### src/b64lw_pkg.sv
`timescale 1ns / 1ps
// Shared types, constants and the alphabet lookup for the Base64 line encoder.
package b64lw_pkg;

    localparam logic [7:0] CHAR_PAD = 8'h3D;
    localparam logic [7:0] CHAR_CR  = 8'h0D;
    localparam logic [7:0] CHAR_LF  = 8'h0A;

    // configuration register indexes
    localparam logic CFG_NO_PAD  = 1'b0;
    localparam logic CFG_NO_CRLF = 1'b1;

    localparam int CMDQ_DEPTH = 4;
    localparam int CMDQ_AW    = $clog2(CMDQ_DEPTH);

    // one output burst: a 24-bit group, how many sextets to send, total chars
    typedef struct packed {
        logic [23:0] word;
        logic [2:0]  ndata;
        logic [2:0]  len;
        logic        last;
    } cmd_t;

    function automatic logic [7:0] b64_char(input logic [5:0] v);
        logic [7:0] vx;
        logic [7:0] ch;
        vx = {2'b00, v};
        if (v < 6'd26)
            ch = 8'd65 + vx;
        else if (v < 6'd52)
            ch = 8'd71 + vx;
        else if (v < 6'd62)
            ch = vx - 8'd4;
        else if (v == 6'd62)
            ch = 8'h2B;
        else
            ch = 8'h2F;
        return ch;
    endfunction

endpackage

### src/b64lw_front.sv
`timescale 1ns / 1ps
// Front end: takes bytes, collects groups, tracks line position, issues burst commands.
module b64lw_front
    import b64lw_pkg::*;
#(
    parameter int GROUPS_PER_LINE = 19
) (
    input  logic       clk,
    input  logic       rst_n,
    input  logic       accept,
    input  logic [7:0] data_byte,
    input  logic       last_byte,
    input  logic       no_pad,
    input  logic       no_crlf,
    output logic       cmd_push,
    output cmd_t       cmd
);

    localparam logic [4:0] GPL = 5'(GROUPS_PER_LINE);

    logic [15:0] held_reg, held_next;
    logic [1:0]  pos_reg, pos_next;
    logic [4:0]  gol_reg, gol_next;
    logic [4:0]  gol_inc;
    logic        wrap;

    assign gol_inc = gol_reg + 5'd1;
    assign wrap    = (gol_inc >= GPL);

    always_comb
    begin
        held_next = held_reg;
        pos_next  = pos_reg;
        gol_next  = gol_reg;
        cmd_push  = 1'b0;
        cmd       = '{word: 24'd0, ndata: 3'd4, len: 3'd4, last: last_byte};
        if (accept)
        begin
            if (pos_reg == 2'd2)
            begin
                cmd_push  = 1'b1;
                cmd.word  = {held_reg, data_byte};
                cmd.ndata = 3'd4;
                cmd.len   = (wrap && !no_crlf) ? 3'd6 : 3'd4;
                held_next = 16'd0;
                pos_next  = 2'd0;
                gol_next  = wrap ? 5'd0 : gol_inc;
            end
            else if (last_byte)
            begin
                // partial final group, padded out to four unless suppressed
                cmd_push = 1'b1;
                if (pos_reg == 2'd1)
                begin
                    cmd.word  = {held_reg[7:0], data_byte, 8'd0};
                    cmd.ndata = 3'd3;
                end
                else
                begin
                    cmd.word  = {data_byte, 16'd0};
                    cmd.ndata = 3'd2;
                end
                cmd.len = no_pad ? cmd.ndata : 3'd4;
            end
            else
            begin
                held_next = {held_reg[7:0], data_byte};
                pos_next  = pos_reg + 2'd1;
            end
            if (last_byte)
            begin
                held_next = 16'd0;
                pos_next  = 2'd0;
                gol_next  = 5'd0;
            end
        end
    end

    always_ff @(posedge clk or negedge rst_n)
    begin
        if (!rst_n)
        begin
            held_reg <= 16'd0;
            pos_reg  <= 2'd0;
            gol_reg  <= 5'd0;
        end
        else
        begin
            held_reg <= held_next;
            pos_reg  <= pos_next;
            gol_reg  <= gol_next;
        end
    end

endmodule

### src/b64lw_cmdq.sv
`timescale 1ns / 1ps
// Small command queue between the front end and the character serializer.
module b64lw_cmdq
    import b64lw_pkg::*;
(
    input  logic clk,
    input  logic rst_n,
    input  logic push,
    input  cmd_t push_cmd,
    input  logic pop,
    output cmd_t head,
    output logic empty,
    output logic full
);

    cmd_t               mem [CMDQ_DEPTH];
    logic [CMDQ_AW-1:0] wr_ptr_reg, wr_ptr_next;
    logic [CMDQ_AW-1:0] rd_ptr_reg, rd_ptr_next;
    logic [CMDQ_AW:0]   count_reg, count_next;
    logic               do_push, do_pop;

    assign empty   = (count_reg == '0);
    assign full    = (count_reg == (CMDQ_AW+1)'(CMDQ_DEPTH));
    assign do_push = push && !full;
    assign do_pop  = pop && !empty;
    assign head    = mem[rd_ptr_reg];

    always_comb
    begin
        wr_ptr_next = do_push ? wr_ptr_reg + 1'b1 : wr_ptr_reg;
        rd_ptr_next = do_pop ? rd_ptr_reg + 1'b1 : rd_ptr_reg;
        count_next  = count_reg;
        if (do_push && !do_pop)
            count_next = count_reg + 1'b1;
        else if (do_pop && !do_push)
            count_next = count_reg - 1'b1;
    end

    always_ff @(posedge clk)
    begin
        if (do_push)
            mem[wr_ptr_reg] <= push_cmd;
    end

    always_ff @(posedge clk or negedge rst_n)
    begin
        if (!rst_n)
        begin
            wr_ptr_reg <= '0;
            rd_ptr_reg <= '0;
            count_reg  <= '0;
        end
        else
        begin
            wr_ptr_reg <= wr_ptr_next;
            rd_ptr_reg <= rd_ptr_next;
            count_reg  <= count_next;
        end
    end

endmodule

### src/b64lw_back.sv
`timescale 1ns / 1ps
// Back end: walks each command one character per cycle into the output register, while that register is free or popped.
module b64lw_back
    import b64lw_pkg::*;
(
    input  logic       clk,
    input  logic       rst_n,
    input  logic       cmd_valid,
    input  cmd_t       cmd,
    output logic       cmd_pop,
    input  logic       pop,
    output logic       empty,
    output logic [7:0] out_char,
    output logic       last_char
);

    logic [2:0] idx_reg, idx_next;
    logic       valid_reg, valid_next;
    logic [7:0] char_reg, char_next;
    logic       lastc_reg, lastc_next;
    logic       can_load;
    logic       final_char;
    logic [5:0] sextet;
    logic [7:0] sel_char;

    assign can_load   = !valid_reg || pop;
    assign final_char = (idx_reg == cmd.len - 3'd1);

    always_comb
    begin
        case (idx_reg[1:0])
            2'd0:    sextet = cmd.word[23:18];
            2'd1:    sextet = cmd.word[17:12];
            2'd2:    sextet = cmd.word[11:6];
            default: sextet = cmd.word[5:0];
        endcase
        case (idx_reg)
            3'd0, 3'd1, 3'd2, 3'd3:
                sel_char = (idx_reg < cmd.ndata) ? b64_char(sextet) : CHAR_PAD;
            3'd4:    sel_char = CHAR_CR;
            default: sel_char = CHAR_LF;
        endcase
    end

    always_comb
    begin
        idx_next   = idx_reg;
        valid_next = valid_reg;
        char_next  = char_reg;
        lastc_next = lastc_reg;
        cmd_pop    = 1'b0;
        if (can_load)
        begin
            valid_next = cmd_valid;
            if (cmd_valid)
            begin
                char_next  = sel_char;
                lastc_next = cmd.last && final_char;
                if (final_char)
                begin
                    idx_next = 3'd0;
                    cmd_pop  = 1'b1;
                end
                else
                    idx_next = idx_reg + 3'd1;
            end
        end
    end

    always_ff @(posedge clk or negedge rst_n)
    begin
        if (!rst_n)
        begin
            idx_reg   <= 3'd0;
            valid_reg <= 1'b0;
        end
        else
        begin
            idx_reg   <= idx_next;
            valid_reg <= valid_next;
        end
    end

    always_ff @(posedge clk)
    begin
        char_reg  <= char_next;
        lastc_reg <= lastc_next;
    end

    assign empty     = !valid_reg;
    assign out_char  = char_reg;
    assign last_char = lastc_reg;

endmodule

### src/base64_line_wrapping_encoder.sv
`timescale 1ns / 1ps
// Top level of the streaming Base64 encoder with CR LF line wrapping.
//
//  channel  | handshake         | payload
//  ---------+-------------------+-----------------------
//  input    | push / full       | data_byte, last_byte
//  result   | empty / pop       | out_char, last_char
//  config   | cfg_we            | cfg_index, cfg_data
//
// A byte is taken whenever the command queue has room; a byte
// that closes a group turns into 4 or 6 characters, a final byte into 2 to 4.
// The serializer sends one character per cycle unless the result side stalls,
// so the sustained input rate is set by the characters per group, lower with line breaks.
// A four-entry command queue absorbs bursts; result stalls back up into it.
// Reset clears all control state at once; there is no clearing pass.
module base64_line_wrapping_encoder
    import b64lw_pkg::*;
#(
    parameter int GROUPS_PER_LINE = 19
) (
    input  logic       clk,
    input  logic       rst_n,
    input  logic       push,
    output logic       full,
    input  logic [7:0] data_byte,
    input  logic       last_byte,
    output logic       empty,
    input  logic       pop,
    output logic [7:0] out_char,
    output logic       last_char,
    input  logic       cfg_we,
    input  logic       cfg_index,
    input  logic       cfg_data
);

    logic no_pad_reg, no_pad_next;
    logic no_crlf_reg, no_crlf_next;
    logic accept;
    logic cmd_push;
    cmd_t cmd_in;
    cmd_t cmd_head;
    logic cmdq_empty, cmdq_full;
    logic cmd_pop;

    assign full   = cmdq_full;
    assign accept = push && !cmdq_full;

    always_comb
    begin
        no_pad_next  = no_pad_reg;
        no_crlf_next = no_crlf_reg;
        if (cfg_we)
        begin
            case (cfg_index)
                CFG_NO_PAD:  no_pad_next = cfg_data;
                CFG_NO_CRLF: no_crlf_next = cfg_data;
                default:     no_pad_next = no_pad_reg;
            endcase
        end
    end

    always_ff @(posedge clk or negedge rst_n)
    begin
        if (!rst_n)
        begin
            no_pad_reg  <= 1'b0;
            no_crlf_reg <= 1'b0;
        end
        else
        begin
            no_pad_reg  <= no_pad_next;
            no_crlf_reg <= no_crlf_next;
        end
    end

    b64lw_front #(
        .GROUPS_PER_LINE(GROUPS_PER_LINE)
    ) u_front (
        .clk      (clk),
        .rst_n    (rst_n),
        .accept   (accept),
        .data_byte(data_byte),
        .last_byte(last_byte),
        .no_pad   (no_pad_reg),
        .no_crlf  (no_crlf_reg),
        .cmd_push (cmd_push),
        .cmd      (cmd_in)
    );

    b64lw_cmdq u_cmdq (
        .clk     (clk),
        .rst_n   (rst_n),
        .push    (cmd_push),
        .push_cmd(cmd_in),
        .pop     (cmd_pop),
        .head    (cmd_head),
        .empty   (cmdq_empty),
        .full    (cmdq_full)
    );

    b64lw_back u_back (
        .clk      (clk),
        .rst_n    (rst_n),
        .cmd_valid(!cmdq_empty),
        .cmd      (cmd_head),
        .cmd_pop  (cmd_pop),
        .pop      (pop),
        .empty    (empty),
        .out_char (out_char),
        .last_char(last_char)
    );

`ifndef ASSERT_OFF
    a_push_room: assert property (@(posedge clk) disable iff (!rst_n)
        cmd_push |-> !cmdq_full)
        else $error("command issued into a full queue");

    a_pop_valid: assert property (@(posedge clk) disable iff (!rst_n)
        cmd_pop |-> !cmdq_empty)
        else $error("serializer retired a command from an empty queue");

    a_crlf_full_group: assert property (@(posedge clk) disable iff (!rst_n)
        (cmd_push && cmd_in.len > 3'd4) |-> (cmd_in.ndata == 3'd4))
        else $error("line break attached to a partial group");
`endif

endmodule

### config.mk
export PLATFORM = sky130hd
export DESIGN_NAME = base64_line_wrapping_encoder
export DESIGN_NICKNAME = d
export VERILOG_FILES = /design/src/b64lw_pkg.sv /design/src/b64lw_front.sv /design/src/b64lw_cmdq.sv /design/src/b64lw_back.sv /design/src/base64_line_wrapping_encoder.sv
export SDC_FILE = /design/constraint.sdc
export NUM_CORES = 1
export LEC_CHECK = 0
export BUFFER_PORTS_ARGS = -buffer_cell sky130_fd_sc_hd__clkbuf_2
export CORE_MARGIN = 10
export CORE_UTILIZATION = 56
export CTS_CLUSTER_DIAMETER = 200
export DETAILED_ROUTE_END_ITERATION = 8
export HOLD_SLACK_MARGIN = 0.05
export PLACE_DENSITY = 0.73
export SLEW_MARGIN = 10
export SYNTH_ARGS = -nofsm -noshare
export SYNTH_HDL_FRONTEND = slang
export SYNTH_SLANG_ARGS = --single-unit
### constraint.sdc
create_clock -name clk -period 3.1 [get_ports clk]
set_input_delay 0.62 -clock clk [delete_from_list [all_inputs] [get_ports clk]]
set_output_delay 0.62 -clock clk [all_outputs]
set_load 0.01 [all_outputs]
# Word level (Yosys, flattened, before mapping)
# Memory sizes are Yosys's and may differ from the RTL's.
# Index checks and enable logic that the tools add are counted.
word_totals:
  ff_bits: 45
  latch_bits: 0
  ramBits: 124
  mem_bits_ro: 0
  in_bits: 16
  out_inout_bits: 11
  memories: 1
memory_table:
  columns: ["name", "depth", "width", "rd", "rd_clocked_by_memory_dff", "wr", "line", "text"]
  rows:
  - ["u_cmdq.mem", 4, 31, 1, 0, 1, "b64lw_cmdq.sv:16", "cmd_t mem [CMDQ_DEPTH];"]
classes:
  n_addsub: 11
  multipliers: 0
  div_mod_pow: 0
  n_lt_le_gt_ge: 5
  eq_ne: 11
  shifts: 0
  mux: 31
  bitwise: 2
  reduce_logical: 24
op_table:
  columns: ["cell", "count"]
  rows:
  - ["30-bit two-way mux", 3]
  - ["16-bit two-way mux", 2]
  - ["8-bit two-way mux", 4]
  - ["27-bit two-way mux", 1]
  - ["6-bit one-hot mux with 3 select lines", 1]
  - ["7-bit by 6-bit adder with 8-bit output, first input constant", 2]
  - ["8-bit one-hot mux with 2 select lines", 1]
  - ["3-bit two-way mux", 5]
  - ["5-bit two-way mux", 3]
  - ["6-bit < comparator, second input constant", 2]
  - ["1-bit two-way mux", 8]
  - ["2-bit AND reduction", 4]
  - ["1-bit logical AND", 7]
  - ["6-bit by 3-bit subtractor with 7-bit output, second input constant", 1]
  - ["2-bit by 1-bit adder with 2-bit output, second input constant", 3]
  - ["3-bit by 1-bit adder with 3-bit output, second input constant", 2]
  - ["3-bit by 2-bit equality test with 1-bit output, second input constant", 2]
  - ["3-bit equality test, second input constant", 2]
  - ["6-bit equality test, second input constant", 1]
  - ["1-bit logical NOT", 6]
  - ["3-bit logical NOT", 2]
  - ["6-bit by 5-bit < comparator with 1-bit output, second input constant", 1]
  - ["2-bit two-way mux", 3]
  - ["3-bit by 1-bit subtractor with 3-bit output, second input constant", 2]
  - ["12 further kinds", 16]

# Longest topological paths before layout
# An unclocked memory read counts as a cell.
depth:
  depth_word: 10
  mapped_depth: 16
  mapped_depth_nobuf: 13

# Hierarchy
# A second synthesis with hierarchy kept.
unflattened:
  cells_unflattened: 519
  hier_area_um2: 7701.1
by_module_without_submodules:
  columns: ["module", "n_inst", "cells_per_inst", "area_per_inst_um2"]
  rows:
  - ["b64lw_cmdq", 1, 199, 4914.7]
  - ["b64lw_front", 1, 164, 1412.6]
  - ["b64lw_back", 1, 148, 1277.5]
  - ["base64_line_wrapping_encoder", 1, 8, 96.3]

# Least setup slack after synthesis
# No wires, ideal clock.
synth_path:
  kind: "reg2reg"
  start: "register u_cmdq.rd_ptr_reg[0]"
  end: "register u_cmdq.count_reg[1]"
  setup_time_ns: 0.125
  t_arrival_ns: 3.137
  t_required_ns: 2.975
  slack_ns: -0.161
  path_stages_with_launch: 13
  n_path_buf: 2
  period_less_slack_ns: 3.261
  cell_sequence: "dfrtp_1 > buf_4 > buf_4 > mux4_2 > inv_1 > ha_1 > xnor2_1 > nor3_1 > nand2_1 > ha_1 > inv_1 > fa_1 > mux2_2"
synth_between:
  elab_chain_cells: 10
synth_lines:
  columns: ["item", "line", "text"]
  rows:
  - ["from (decl)", "b64lw_cmdq.sv:18", "logic [CMDQ_AW-1:0] rd_ptr_reg, rd_ptr_next;"]
  - ["from (signal assigned)", "b64lw_cmdq.sv:56", "rd_ptr_reg <= rd_ptr_next;"]
  - ["memory read 4 x 31 bit", null, null]
  - ["3-bit by 1-bit subtractor with 3-bit output", "b64lw_back.sv:27", "assign final_char = (idx_reg == cmd.len - 3'd1);"]
  - ["3-bit equality test", "b64lw_back.sv:27", null]
  - ["1-bit two-way mux", "b64lw_back.sv:59", "if (final_char)"]
  - ["1-bit two-way mux", "b64lw_back.sv:55", "if (cmd_valid)"]
  - ["1-bit two-way mux", "b64lw_back.sv:52", "if (can_load)"]
  - ["1-bit logical AND", "b64lw_cmdq.sv:25", "assign do_pop = pop && !empty;"]
  - ["1-bit logical NOT", "b64lw_cmdq.sv:33", "if (do_push && !do_pop)"]
  - ["1-bit logical AND", "b64lw_cmdq.sv:33", null]
  - ["3-bit two-way mux", "b64lw_cmdq.sv:33", null]
  - ["net u_cmdq.count_next[1]", "b64lw_cmdq.sv:19", "logic [CMDQ_AW:0] count_reg, count_next;"]
  - ["to (signal assigned)", "b64lw_cmdq.sv:57", "count_reg <= count_next;"]
  - ["to (decl)", "b64lw_cmdq.sv:19", null]
# The timed path passes the listed nets, and every way through them passes these cells.
# A chain may end at the register's enable or synchronous reset.

# Worst setup path after layout
layout_path:
  start: "register u_cmdq.rd_ptr_reg[1]"
  end: "register u_back.char_reg[3], in the netlist u_back.out_char[3] (data pin)"
layout_between:
  elab_chain_cells: 8
layout_lines:
  columns: ["item", "line", "text"]
  rows:
  - ["memory read 4 x 31 bit (*)", null, null]
  - ["6-bit one-hot mux with 3 select lines", "b64lw_back.sv:31", "case (idx_reg[1:0])"]
  - ["6-bit by 3-bit subtractor with 7-bit output / 6-bit < comparator (equally long branches)", "b64lw_pkg.sv:33, b64lw_pkg.sv:32", null]
  - ["8-bit two-way mux", "b64lw_pkg.sv:32", "else if (v < 6'd62)"]
  - ["8-bit two-way mux", "b64lw_pkg.sv:30", "else if (v < 6'd52)"]
  - ["8-bit two-way mux", "b64lw_pkg.sv:28", "if (v < 6'd26)"]
  - ["8-bit two-way mux (*)", "b64lw_back.sv:39", "sel_char = (idx_reg < cmd.ndata) ? b64_char(sextet) : CHAR_PAD;"]
  - ["8-bit one-hot mux with 2 select lines (*)", "b64lw_back.sv:37", "case (idx_reg)"]
  - ["net u_back.sel_char[3]", "b64lw_back.sv:24", "logic [7:0] sel_char;"]
  - ["to (signal assigned)", "b64lw_back.sv:86", "char_reg <= char_next;"]
  - ["to (decl)", "b64lw_back.sv:19", "logic [7:0] char_reg, char_next;"]
# The timed path passes the listed nets; every way through them passes the cells marked *.

==> impl_metrics.json <==
{
  "cp.buffers_inverters": 3,
  "die_h_um": 138,
  "grt_max_degree": 37,
  "crit_family": "compound AO/OA/AOI/OAI gates",
  "htreeDepth": 4,
  "setup_viol": 0,
  "core.rowCount": 42,
  "grt_pass1_vias": 4809,
  "final_cell_mix": "edfxtp_1, nand2_1, dfrtp_1, buf_4, clkbuf_2",
  "synthCells": 552,
  "skew_ps": 7.29,
  "drt-vias-per-instance": 5.92,
  "core-area_um2": 13400,
  "num_io_pins": 27,
  "netlist_area_um2": 7770,
  "maxSlewHeadroom": 0.255,
  "drtIter0Drc": 540,
  "diodes": 0,
  "layout.nets": 649,
  "ys_types": 63,
  "finalCritPeriodShare": 0.946,
  "yosys_warnings": 0,
  "synthArstFlopShare": 0.213,
  "cts_tree": "done",
  "ir_drop_mv": 0.587,
  "synth-seq-cells": 169,
  "die_x_um": 138,
  "synth_top_area_frac": 0.514,
  "drc": 0,
  "p_leak_nw": 3.49,
  "wl_mm": 15.9,
  "synth_edf_count": 133,
  "stdcell_area_um2": 8860,
  "gp_congestion": 0.847,
  "post-cts-setup-buffer-count": 0,
  "syn_avg_cell_area_um2": 14.1,
  "cp.required_ps": 3260,
  "die_area_um2": 19000,
  "post-synth-top-area-cell": "edfxtp_1",
  "grt_pass1_wl_mm": 25.8,
  "track_usage": 0.178,
  "min_period_ps": 2930,
  "cts.sinks": 169,
  "worstPathArrival_ps": 3090,
  "maxCapViolations": 0,
  "ys_seq_area_frac": 0.630,
  "clock_path_buffers": 2,
  "hold_class": "in -> async",
  "clk_latency_ps": 420,
  "rsz0062_at_grt": "no",
  "postRouteAntennaNets": 0,
  "hold_buffers": 0,
  "maxSlewViolCount": 0,
  "worst_pin_slew_ps": 1110,
  "portBuffers": 26,
  "reg2reg_slack_ps": 170,
  "largest_reg_flops": 124,
  "yosys-top-cells-area": "edfxtp_1, dfrtp_1, mux4_2",
  "numCtsBuffers": 17,
  "crit-reg2reg-launch": "u_cmdq.rd_ptr_reg[1]",
  "hold_viol": 0,
  "worstPathMaxFanout": 25,
  "syn_to_final_growth_pct": 14.1,
  "cp-start-kind": "register",
  "vias": 4740,
  "cp-end-kind": "register",
  "drive_gt1_frac": 0.227,
  "r2r_cells": 12,
  "firstDrtPassIters": 5,
  "place_area_um2": 8270,
  "cts_resized": 0,
  "final_common_cell": "edfxtp_1",
  "gr-total-overflow": 0,
  "worstReg2RegEnd": "u_back.out_char[3]",
  "synth_flop_cell": "edfxtp_1",
  "cp_cell_sequence": "buf_12, buf_4, mux4_2, a21oi_1, a31oi_4, inv_1, ha_1, nor2_1, and3_1, a221o_1, a211oi_1, a32oi_1",
  "antenna_found_initial": 0,
  "routedWlPerCell_um": 19.8,
  "powerDensity_nw_per_um2": 1040,
  "initial_core_util": 0.580,
  "clockRootBuffer": "clkbuf_16",
  "clk_pin_slew_ps": 60,
  "setup_tns_ps": 0,
  "status": "finished, final reports clean",
  "clock.fmax_mhz": 341,
  "synth_nets": 589,
  "hpwl_mm": 11.1,
  "critPathKind": "reg -> reg",
  "cp_slowest_stage_delay_ps": 370,
  "slowest_stage": "dfrtp_1"
}
-- logic make-up (layout without fill, tap and decap cells) --
logic type | count (synthesis) | count (layout) | share of synthesized area
buffers and inverters | 48 | 121 | 0.0329
adder cells (fa/ha/maj) | 21 | 21 | 0.0348
XOR/XNOR | 13 | 13 | 0.0147
flip-flops | 169 | 169 | 0.630
multiplexers | 57 | 57 | 0.106
AND/OR/NAND/NOR | 156 | 156 | 0.0975
AO/OA/AOI/OAI | 88 | 88 | 0.0838
-- synthesized netlist by cell type (3+ instances only) --
cell and number:
a211o_1 4, a21o_1 4, a21oi_1 14, a222oi_1 3, a22o_1 8, a22oi_1 7, and2_1 10, and3_1 10
buf_4 5, buf_6 3, clkbuf_1 11, dfrtp_1 36, edfxtp_1 133, ha_1 20, inv_1 23, mux2_1 8
mux2_2 22, mux2i_1 9, mux4_2 17, nand2_1 62, nand2b_1 5, nand3_1 24, nor2_1 14, nor2b_1 8
nor3_1 12, o21ai_0 18, o21ai_1 4, o21bai_1 3, or3_1 3, xnor2_1 10, xor2_1 3
-- power by group --
group / switching (mW) / internal (mW)
registers: 0.207 / 2.96
clock network: 0.822 / 1.23
logic: 2.23 / 1.78
-- metrics by stage --
stage,hold WS [ps],power (mW),setup WS [ps],std cells,util
after floorplan,324,5.97,10.8,552,-
after global placement,450,7.15,146,769,0.617
after detailed placement,456,7.19,98.8,769,0.617
after CTS,353,9.26,40.4,801,0.661
after global routing,390,9.82,5.05,801,0.661
final,328,9.23,169,801,0.661
-- area by class of cell --
| class | instances | area [µm²] |
|---|---|---|
| well taps | 176 | 220 |
| flip-flops and latches | 169 | 4900 |
| repair buffers | 64 | 444 |
| fillers | 958 | 4540 |
| clock buffers | 21 | 460 |
| multi-input cells | 335 | 2630 |
| inverters | 25 | 93.8 |
| clock inverters | 11 | 120 |
-- routing by layer --
layer	global-route usage	routed length, µm	vias up
li1	-	-	2199
met1	0.231	7020	2372
met2	0.287	7720	148
met3	0.0477	914	21
met4	0.0562	235	0
met5	0	0	-
-- worst max path at each step --
stage	startpoint	depth (start not counted)	slack (ps)	end
after floorplan	u_cmdq.rd_ptr_reg[0]	13	10	u_cmdq.count_reg[1]
after global placement	u_cmdq.rd_ptr_reg[0]	11	150	u_back.out_char[3]
after detailed placement	u_cmdq.rd_ptr_reg[0]	11	100	u_back.out_char[3]
after CTS	u_cmdq.rd_ptr_reg[0]	11	40	u_back.out_char[3]
after global routing	u_cmdq.rd_ptr_reg[1]	12	5	u_back.out_char[3]
final	u_cmdq.rd_ptr_reg[1]	12	170	u_back.out_char[3]
Power figures use the tool's default switching activity.
